$ cat src/rtl/udp_ipv4_header_generator_assert.svh
// Assertion macros for the UDP/IPv4 header generator.
// Needs a clock named i_clk and an active-low reset named i_rst_n in scope.
`ifndef UDP_IPV4_HEADER_GENERATOR_ASSERT_SVH
`define UDP_IPV4_HEADER_GENERATOR_ASSERT_SVH

// The consequent must hold in the same cycle as the antecedent.
`define UDPGEN_ASSERT_NOW(label, cond_a, cond_c) \
    label: assert property (@(posedge i_clk) disable iff (!i_rst_n) \
        (cond_a) |-> (cond_c)) else $error("udp header generator: check failed");

// The consequent must hold in the cycle after the antecedent.
`define UDPGEN_ASSERT_NEXT(label, cond_a, cond_c) \
    label: assert property (@(posedge i_clk) disable iff (!i_rst_n) \
        (cond_a) |=> (cond_c)) else $error("udp header generator: check failed");

`endif

$ cat src/rtl/udpgen_pkg.sv
// Shared types and constants of the UDP/IPv4 header generator.
// No dependencies; used by udpgen_hdr_pipe, udp_ipv4_header_generator and the testbench.
package udpgen_pkg;

    localparam int unsigned HDR_BYTES = 42;
    localparam int unsigned HDR_BITS  = HDR_BYTES * 8;
    localparam logic [5:0]  HDR_LAST  = 6'(HDR_BYTES - 1);

    localparam logic [15:0] ETHERTYPE_IPV4 = 16'h0800;
    localparam logic [15:0] IP_VER_IHL_TOS = 16'h4500;
    localparam logic [15:0] IP_TTL_PROTO   = 16'hC811;
    localparam logic [15:0] IP_UDP_HDR_LEN = 16'd28;
    localparam logic [15:0] UDP_HDR_LEN    = 16'd8;
    localparam logic [15:0] UDP_CSUM_NONE  = 16'h0000;

    // Configuration register indexes.
    localparam logic [2:0] CFG_DEST_MAC       = 3'd0;
    localparam logic [2:0] CFG_SOURCE_MAC     = 3'd1;
    localparam logic [2:0] CFG_SOURCE_IP      = 3'd2;
    localparam logic [2:0] CFG_DEST_IP        = 3'd3;
    localparam logic [2:0] CFG_SOURCE_PORT    = 3'd4;
    localparam logic [2:0] CFG_MAIN_DEST_PORT = 3'd5;
    localparam logic [2:0] CFG_ALT_DEST_PORT  = 3'd6;

    // One header request as it arrives.
    typedef struct packed {
        logic [15:0] packet_ident;
        logic [15:0] frag_offset_bytes;
        logic [15:0] ip_payload_len;
        logic [2:0]  ip_flags;
        logic [15:0] udp_payload_len;
        logic        use_alt_port;
    } t_req;

    // Per-request header words once the lengths are formed.
    typedef struct packed {
        logic [15:0] ident;
        logic [15:0] total_len;
        logic [15:0] flags_offset;
        logic [15:0] udp_len;
        logic        port_sel;
    } t_held;

    // Everything the serializer needs from one request.
    typedef struct packed {
        t_held       held;
        logic [15:0] checksum;
    } t_fields;

endpackage

$ cat src/rtl/udpgen_hdr_pipe.sv
// Four-stage pipeline that forms the per-request header words and the IPv4 checksum.
// Depends on udpgen_pkg.
module udpgen_hdr_pipe (
    input  logic                 i_clk,
    input  logic                 i_rst_n,
    input  logic                 i_in_valid,
    output logic                 o_in_ready,
    input  udpgen_pkg::t_req     i_req,
    input  logic [31:0]          i_source_ip,
    input  logic [31:0]          i_dest_ip,
    output logic                 o_out_valid,
    input  logic                 i_out_ready,
    output udpgen_pkg::t_fields  o_fields
);

    logic r_v1, r_v2, r_v3, r_v4;
    logic rdy1, rdy2, rdy3, rdy4;

    udpgen_pkg::t_held r_h1, r_h2, r_h3, r_h4;
    udpgen_pkg::t_held n_h1;
    logic [17:0] r_sum_a, n_sum_a;
    logic [18:0] r_sum_b, n_sum_b;
    logic [19:0] sum_all;
    logic [16:0] r_fold, n_fold;
    logic [15:0] fold_two;
    logic [15:0] r_csum, n_csum;

    // A stage takes new data when it is empty or its content moves on.
    assign rdy4       = !r_v4 || i_out_ready;
    assign rdy3       = !r_v3 || rdy4;
    assign rdy2       = !r_v2 || rdy3;
    assign rdy1       = !r_v1 || rdy2;
    assign o_in_ready = rdy1;

    always_comb begin
        n_h1.ident        = i_req.packet_ident;
        n_h1.total_len    = i_req.ip_payload_len + udpgen_pkg::IP_UDP_HDR_LEN;
        n_h1.flags_offset = {i_req.ip_flags, i_req.frag_offset_bytes[15:3]};
        n_h1.udp_len      = i_req.udp_payload_len + udpgen_pkg::UDP_HDR_LEN;
        n_h1.port_sel     = i_req.use_alt_port;
    end

    // Two partial sums: the per-request words and the static words.
    always_comb begin
        n_sum_a = 18'(udpgen_pkg::IP_VER_IHL_TOS) + 18'(r_h1.total_len)
                + 18'(r_h1.ident) + 18'(r_h1.flags_offset);
        n_sum_b = 19'(udpgen_pkg::IP_TTL_PROTO) + 19'(i_source_ip[31:16])
                + 19'(i_source_ip[15:0]) + 19'(i_dest_ip[31:16]) + 19'(i_dest_ip[15:0]);
    end

    // First carry fold; at most one more carry can remain afterwards.
    always_comb begin
        sum_all = 20'(r_sum_a) + 20'(r_sum_b);
        n_fold  = 17'(sum_all[15:0]) + 17'(sum_all[19:16]);
    end

    always_comb begin
        fold_two = r_fold[15:0] + 16'(r_fold[16]);
        n_csum   = ~fold_two;
    end

    always_ff @(posedge i_clk) begin
        if (!i_rst_n) begin
            r_v1 <= 1'b0;
            r_v2 <= 1'b0;
            r_v3 <= 1'b0;
            r_v4 <= 1'b0;
        end else begin
            if (rdy1) begin
                r_v1 <= i_in_valid;
            end
            if (rdy2) begin
                r_v2 <= r_v1;
            end
            if (rdy3) begin
                r_v3 <= r_v2;
            end
            if (rdy4) begin
                r_v4 <= r_v3;
            end
        end
    end

    always_ff @(posedge i_clk) begin
        if (rdy1) begin
            r_h1 <= n_h1;
        end
        if (rdy2) begin
            r_h2    <= r_h1;
            r_sum_a <= n_sum_a;
            r_sum_b <= n_sum_b;
        end
        if (rdy3) begin
            r_h3   <= r_h2;
            r_fold <= n_fold;
        end
        if (rdy4) begin
            r_h4   <= r_h3;
            r_csum <= n_csum;
        end
    end

    assign o_out_valid       = r_v4;
    assign o_fields.held     = r_h4;
    assign o_fields.checksum = r_csum;

endmodule

$ cat src/rtl/udp_ipv4_header_generator.sv
// Top level of the Ethernet/IPv4/UDP header generator: registers, pipeline, byte serializer.
// Depends on udpgen_pkg, udpgen_hdr_pipe and udp_ipv4_header_generator_assert.svh.
//
// Usage: each transfer on the request channel (i_valid/o_ready) carries the
// per-packet fields and produces the 42-byte header of one UDP/IPv4 frame in
// wire order, one byte per transfer on the output channel (o_valid/i_ready).
// Each byte comes with its position 0..41 and a last flag on byte 41.
// Addresses, ports and MACs come from the configuration channel
// (i_cfg_valid/o_cfg_ready, register index and data), which is always ready
// and must only be written while no request is in flight.
// The first byte of a header is shown once its request has passed the four
// checksum stages in front of the serializer and has been loaded into it.
// The serializer emits one byte per cycle while the receiver is ready; the
// next header follows with no gap when it is waiting. The stages keep taking
// requests while the serializer is busy, so up to five are held in the block.
// Reset (synchronous, active low) empties the pipeline and the serializer and
// loads dest_mac and dest_ip with all ones, the other registers with zero.
// When the receiver stalls, the current byte stays on the outputs unchanged;
// the pipeline fills behind it and o_ready drops once every stage is full.
module udp_ipv4_header_generator (
    input  logic        i_clk,
    input  logic        i_rst_n,
    // Request channel.
    input  logic        i_valid,
    output logic        o_ready,
    input  logic [15:0] i_packet_ident,
    input  logic [15:0] i_frag_offset_bytes,
    input  logic [15:0] i_ip_payload_len,
    input  logic [2:0]  i_ip_flags,
    input  logic [15:0] i_udp_payload_len,
    input  logic        i_use_alt_port,
    // Header byte channel.
    output logic        o_valid,
    input  logic        i_ready,
    output logic [7:0]  o_header_byte,
    output logic [5:0]  o_byte_index,
    output logic        o_last_byte,
    // Configuration write channel.
    input  logic        i_cfg_valid,
    output logic        o_cfg_ready,
    input  logic [2:0]  i_cfg_index,
    input  logic [47:0] i_cfg_data
);

`include "udp_ipv4_header_generator_assert.svh"

    // Configuration registers.
    logic [47:0] r_dest_mac;
    logic [47:0] r_source_mac;
    logic [31:0] r_source_ip;
    logic [31:0] r_dest_ip;
    logic [15:0] r_source_port;
    logic [15:0] r_main_dest_port;
    logic [15:0] r_alt_dest_port;

    udpgen_pkg::t_req    req;
    udpgen_pkg::t_fields pipe_fields;
    logic                pipe_valid;
    logic                pipe_ready;

    // Serializer: the whole header sits in a shift register and leaves
    // through its top byte.
    logic                           r_ser_valid;
    logic [5:0]                     r_cnt;
    logic [udpgen_pkg::HDR_BITS-1:0] r_hdr;
    logic [udpgen_pkg::HDR_BITS-1:0] n_hdr;
    logic [15:0]                    dport;
    logic                           out_take;
    logic                           ser_last;
    logic                           ser_free;
    logic                           ser_load;

    assign o_cfg_ready = 1'b1;

    always_ff @(posedge i_clk) begin
        if (!i_rst_n) begin
            r_dest_mac       <= '1;
            r_source_mac     <= '0;
            r_source_ip      <= '0;
            r_dest_ip        <= '1;
            r_source_port    <= '0;
            r_main_dest_port <= '0;
            r_alt_dest_port  <= '0;
        end else if (i_cfg_valid && o_cfg_ready) begin
            unique case (i_cfg_index)
                udpgen_pkg::CFG_DEST_MAC:       r_dest_mac       <= i_cfg_data;
                udpgen_pkg::CFG_SOURCE_MAC:     r_source_mac     <= i_cfg_data;
                udpgen_pkg::CFG_SOURCE_IP:      r_source_ip      <= i_cfg_data[31:0];
                udpgen_pkg::CFG_DEST_IP:        r_dest_ip        <= i_cfg_data[31:0];
                udpgen_pkg::CFG_SOURCE_PORT:    r_source_port    <= i_cfg_data[15:0];
                udpgen_pkg::CFG_MAIN_DEST_PORT: r_main_dest_port <= i_cfg_data[15:0];
                udpgen_pkg::CFG_ALT_DEST_PORT:  r_alt_dest_port  <= i_cfg_data[15:0];
                default: begin
                    // Writes to unused indexes are dropped.
                end
            endcase
        end
    end

    always_comb begin
        req.packet_ident      = i_packet_ident;
        req.frag_offset_bytes = i_frag_offset_bytes;
        req.ip_payload_len    = i_ip_payload_len;
        req.ip_flags          = i_ip_flags;
        req.udp_payload_len   = i_udp_payload_len;
        req.use_alt_port      = i_use_alt_port;
    end

    udpgen_hdr_pipe u_hdr_pipe (
        .i_clk       (i_clk),
        .i_rst_n     (i_rst_n),
        .i_in_valid  (i_valid),
        .o_in_ready  (o_ready),
        .i_req       (req),
        .i_source_ip (r_source_ip),
        .i_dest_ip   (r_dest_ip),
        .o_out_valid (pipe_valid),
        .i_out_ready (pipe_ready),
        .o_fields    (pipe_fields)
    );

    // The serializer can take a new header when it is empty or when its last
    // byte is leaving in this cycle.
    assign out_take   = r_ser_valid && i_ready;
    assign ser_last   = (r_cnt == udpgen_pkg::HDR_LAST);
    assign ser_free   = !r_ser_valid || (out_take && ser_last);
    assign ser_load   = pipe_valid && ser_free;
    assign pipe_ready = ser_free;

    // Assemble the 42 header bytes, first wire byte in the top bits.
    always_comb begin
        dport = pipe_fields.held.port_sel ? r_alt_dest_port : r_main_dest_port;
        n_hdr = {r_dest_mac,
                 r_source_mac,
                 udpgen_pkg::ETHERTYPE_IPV4,
                 udpgen_pkg::IP_VER_IHL_TOS,
                 pipe_fields.held.total_len,
                 pipe_fields.held.ident,
                 pipe_fields.held.flags_offset,
                 udpgen_pkg::IP_TTL_PROTO,
                 pipe_fields.checksum,
                 r_source_ip,
                 r_dest_ip,
                 r_source_port,
                 dport,
                 pipe_fields.held.udp_len,
                 udpgen_pkg::UDP_CSUM_NONE};
    end

    always_ff @(posedge i_clk) begin
        if (!i_rst_n) begin
            r_ser_valid <= 1'b0;
            r_cnt       <= '0;
        end else if (ser_load) begin
            r_ser_valid <= 1'b1;
            r_cnt       <= '0;
        end else if (out_take) begin
            if (ser_last) begin
                r_ser_valid <= 1'b0;
                r_cnt       <= '0;
            end else begin
                r_cnt <= r_cnt + 6'd1;
            end
        end
    end

    always_ff @(posedge i_clk) begin
        if (ser_load) begin
            r_hdr <= n_hdr;
        end else if (out_take) begin
            r_hdr <= {r_hdr[udpgen_pkg::HDR_BITS-9:0], 8'h00};
        end
    end

    assign o_valid       = r_ser_valid;
    assign o_header_byte = r_hdr[udpgen_pkg::HDR_BITS-1 -: 8];
    assign o_byte_index  = r_cnt;
    assign o_last_byte   = ser_last;

    // The byte counter never runs past the last header byte.
    `UDPGEN_ASSERT_NOW(a_cnt_range, r_ser_valid, r_cnt <= udpgen_pkg::HDR_LAST)
    // A newly loaded header starts at its first byte.
    `UDPGEN_ASSERT_NEXT(a_load_starts, ser_load, r_ser_valid && (r_cnt == 6'd0))
    // After a byte that is not the last, the next byte of the same header follows.
    `UDPGEN_ASSERT_NEXT(a_index_steps, out_take && !ser_last,
        r_ser_valid && (r_cnt == 6'($past(r_cnt) + 6'd1)))

endmodule

$ cat config.mk
export PLATFORM = sky130hd
export DESIGN_NAME = udp_ipv4_header_generator
export DESIGN_NICKNAME = d
export VERILOG_FILES = /design/src/rtl/udpgen_pkg.sv /design/src/rtl/udpgen_hdr_pipe.sv /design/src/rtl/udp_ipv4_header_generator.sv
export VERILOG_INCLUDE_DIRS = /design/src /design/src/rtl
export SDC_FILE = /design/constraint.sdc
export NUM_CORES = 2
export LEC_CHECK = 0
export BUFFER_PORTS_ARGS = -buffer_cell sky130_fd_sc_hd__buf_2
export CORE_MARGIN = 3
export CORE_UTILIZATION = 50
export DETAILED_ROUTE_END_ITERATION = 8
export GPL_TIMING_DRIVEN = 0
export PLACE_DENSITY_LB_ADDON = 0.05
export SLEW_MARGIN = 20
export SYNTH_ARGS = -nofsm -noshare
export SYNTH_HDL_FRONTEND = slang
export SYNTH_SLANG_ARGS = --single-unit
$ cat constraint.sdc
create_clock -name i_clk -period 57.3 [get_ports i_clk]
set_clock_uncertainty 0.1 [all_clocks]
set_input_delay 11.46 -clock i_clk [delete_from_list [all_inputs] [get_ports i_clk]]
set_output_delay 11.46 -clock i_clk [all_outputs]
set_load 0.02 [all_outputs]
==> impl_results.md <==
* Crit path DAT at 13280 ps
* CTS max path bufs at 3
* Critical Path RT at 45740 ps
* Worst-Margin Slew at 1020 ps
* Pwr Total at 1630 µW
* Setup Crit Path Kind: input pin to primary output
* Type of origin of the critical path: input pin
* Row cnt at 98
* CP startpoint: i_ready
* Area of the multi-input gates at 11900 µm²
* Routability cong. at 0.891
* Drt drc at 0
* Status: finished clean
* Worst Hold Class: flip-flop to flip-flop
* CP dominant cell by count: buf_2
* Async SR Flop Fraction at 0
* H-tree Lvls at 3
* Max_cap viols at 0
* Post-synthesis instance area at 36700 µm²
* Final Cycle Share at 0.434
* Synth Register Bits at 869
* Port Buffers at 136
* Synth warn at 0
* Most used flip-flop cell after synthesis: edfxtp_1
* Slowest cell on crit path: and3_1
* Clock latency on the worst-skew pair at 650 ps
* 1st-iter DRT viols at 2016
* Die ar. at 76600 µm²
* Post-CTS Setup Inserts at 0
* Finish-stage setup viols at 0
* CP bufs+invs at 3
* Critical path capture point: o_ready
* Netlist cell types at 70
* Vias in the first global route at 24500
* Die width at 277 µm
* Reg area at 23400 µm²
* I/O pins at 142
* Grt ovf at 0
* Reg2reg start: u_hdr_pipe.r_sum_a[0]
* Clk root buf: clkbuf_16
* Mapped Cells at 3338
* CP Depth at 6
* Crit-path max FO at 53
* RSZ-0062 raised after global routing: false
* DIE HEIGHT at 277 µm
* Register-to-register setup slack at 52620 ps
* Vias per cell at 5.43
* Post-CTS Hold Buffers at 0
* GRT Total Usage at 0.244
* Worst-path cell chain: buf_2 > a21boi_1 > and3_1 > nand3_4 > buf_16 > buf_2
* Lkg Pwr at 0.0168 µW
* Fillers at 6073
* WL/cell at 20.5 µm
* Final min period at 24840 ps
* Largest net degree at the start of global routing at 65
* Setup_tns at 0 ps
* Area growth from synthesis to layout at 14.6%
* CP delay by family, top: simple AND/OR/NAND/NOR gates
* Syn_nets at 3577
* Initial antenna violation count at 3
* Rel. slew slack at 0.322
* Post-DP HPWL at 70000 µm
* Clock sink count at 869
* Post-synth EDFFs at 602
* Post-synthesis sequential area ratio at 0.639
* VDD IR max at 0.0251 mV
* Post-cts gate resize count at 0
* RR Endpoint: u_hdr_pipe.r_fold[15]
* Max Freq at 0.0403 GHz
* Routed vias at 25100
* Final hold vios at 0
* Core area at 72100 µm²
* Post-DRT Antenna Nets at 0
* Final Util at 0.583
* Share of cells above drive strength 1 at 0.0968
* Max incr delay on CP at 450 ps
* First-pass GRT wire length at 143000 µm
* Inserted Clock Buffers at 93
* Mapped Avg Cell Area at 11.0 µm²
* Detailed-router iteration count before antenna repair at 6
* Hold Path Depth at 0
* Final Net Count at 3827
* CTS tree: yes
* Worst Setup End Kind: primary output
* Final Max Slew Viols at 0
* Clock slew at reported path FFs at 60 ps
* Initial Utilization at 0.509
* Total wire length after detailed routing at 94900 µm
* Power per cell area at 38.9 nW/µm²
* Path depth of the worst reg2reg path at 18
-- metrics by stage --
stage	instance area, µm²	setup WS [ps]	std cells	hold slack, ps
floorplan	36700	32130	3338	300
global placement	38500	27860	4424	302
detailed placement	39100	32470	4443	305
CTS	42000	32470	4617	311
global route	42000	32370	4617	320
finish	42000	32460	4618	313
-- routing by layer --
layer,part of all wire,vias up,GRT usage,wire length (µm)
li1,-,11900,-,-
met1,0.43,12200,0.326,40500
met2,0.47,835,0.405,45000
met3,0.060,174,0.0390,5670
met4,0.039,0,0.0900,3720
met5,0,-,0,0
-- layout by cell type, fill, tap and decap left out, drive strengths merged, types with 10 or more instances in the layout --
cell    count
dfxtp     267
a21oi      76
xor2       38
inv       164
nand3     369
clkbuf    239
a31oi      10
and3       20
nand2b     10
buf       217
o211ai     20
edfxtp    602
fa         51
mux2i      18
a21o       19
nand2    1008
a21boi    133
xnor2      70
clkinv     43
o21ai      62
ha         64
nor3       17
and2       14
nor2       44
nor2b      14
-- how the worst min path moves through the flow --
stage	start	endpoint
after floorplan	u_hdr_pipe.r_h3[0]	u_hdr_pipe.o_fields[16]
after global placement	u_hdr_pipe.r_h3[9]	u_hdr_pipe.o_fields[25]
after detailed placement	u_hdr_pipe.r_h3[23]	u_hdr_pipe.o_fields[39]
after CTS	u_hdr_pipe.r_h1[15]	u_hdr_pipe.r_h2[15]
after global routing	u_hdr_pipe.r_h3[22]	u_hdr_pipe.o_fields[38]
final	u_hdr_pipe.r_h3[57]	u_hdr_pipe.o_fields[73]
-- final cells by class --
cell class | instances | area share
clock buffers | 121 | 0.0603
well taps | 950 | 0.0283
plain buffers | 180 | 0.0180
diodes | 1 | 0.0000596
clock inverters | 53 | 0.00932
flip-flops and latches | 869 | 0.557
multi-input cells | 2131 | 0.284
inverters | 158 | 0.0142
repair buffers | 155 | 0.0283
-- registers in the layout, indices dropped and copies added, names as in the netlist --
signal	cells
o_byte_index	6
o_valid	1
r_alt_dest_port	16
r_dest_ip	32
r_dest_mac	48
r_hdr	320
r_main_dest_port	16
r_source_ip	32
r_source_mac	48
r_source_port	16
u_hdr_pipe.o_fields	65
u_hdr_pipe.o_out_valid	1
u_hdr_pipe.r_csum	16
u_hdr_pipe.r_fold	17
u_hdr_pipe.r_h1	65
u_hdr_pipe.r_h2	65
u_hdr_pipe.r_h3	65
u_hdr_pipe.r_sum_a	18
u_hdr_pipe.r_sum_b	19
u_hdr_pipe.r_v1	1
u_hdr_pipe.r_v2	1
u_hdr_pipe.r_v3	1
-- worst register-to-register path: stages, from the launching register on --
cell and delay, ps:
edfxtp_1 410, ha_1 240, inv_1 70, fa_1 390, nand2b_1 180, a21oi_1 320, o21bai_1 180, nand3_1 140
a311oi_1 160, a21oi_1 360, mux2i_1 250, o2111ai_1 160, ha_1 360, a21oi_1 210, nor2b_1 70, o21ai_0 390
nor2_1 200, nand3_1 120, xor2_1 200
-- synth_stat cells (11+ instances only) --
library cell | instances | share of area
nand3_1 | 369 | 0.050
o211ai_1 | 19 | 0.0039
o21ai_0 | 59 | 0.0081
a21o_1 | 18 | 0.0037
nor3_1 | 17 | 0.0023
mux2i_1 | 18 | 0.0049
dfxtp_1 | 267 | 0.15
buf_1 | 21 | 0.0021
fa_1 | 51 | 0.028
buf_2 | 30 | 0.0041
nand2_1 | 1008 | 0.10
edfxtp_1 | 602 | 0.49
clkbuf_1 | 118 | 0.012
inv_1 | 158 | 0.016
nor2_1 | 44 | 0.0045
xnor2_1 | 70 | 0.017
ha_1 | 64 | 0.022
and3_1 | 19 | 0.0032
and2_1 | 14 | 0.0024
a21boi_0 | 130 | 0.027
nor2b_1 | 14 | 0.0024
a21oi_1 | 74 | 0.010
buf_4 | 11 | 0.0023
xor2_1 | 38 | 0.0091
-- where the power goes --
part	total, µW	leakage, µW	switching [µW]	internal [µW]
logic	300	0.00714	180	120
clock network	572	0.00143	249	323
registers	760	0.00820	27.9	732
-- logic make-up (layout without fill, tap and decap cells) --
family	after synthesis	count (layout)	synth area share
AOI/OAI and AO/OA	357	357	0.0662
other	1	2	0.000102
xor gates and xnor gates	108	108	0.0258
and+or+nand+nor	1532	1532	0.178
buffers and inverters	338	667	0.0367
adders and majority gates	115	115	0.0497
DFF	869	869	0.639
muxes	18	18	0.00491
Power figures use the tool's default switching activity.
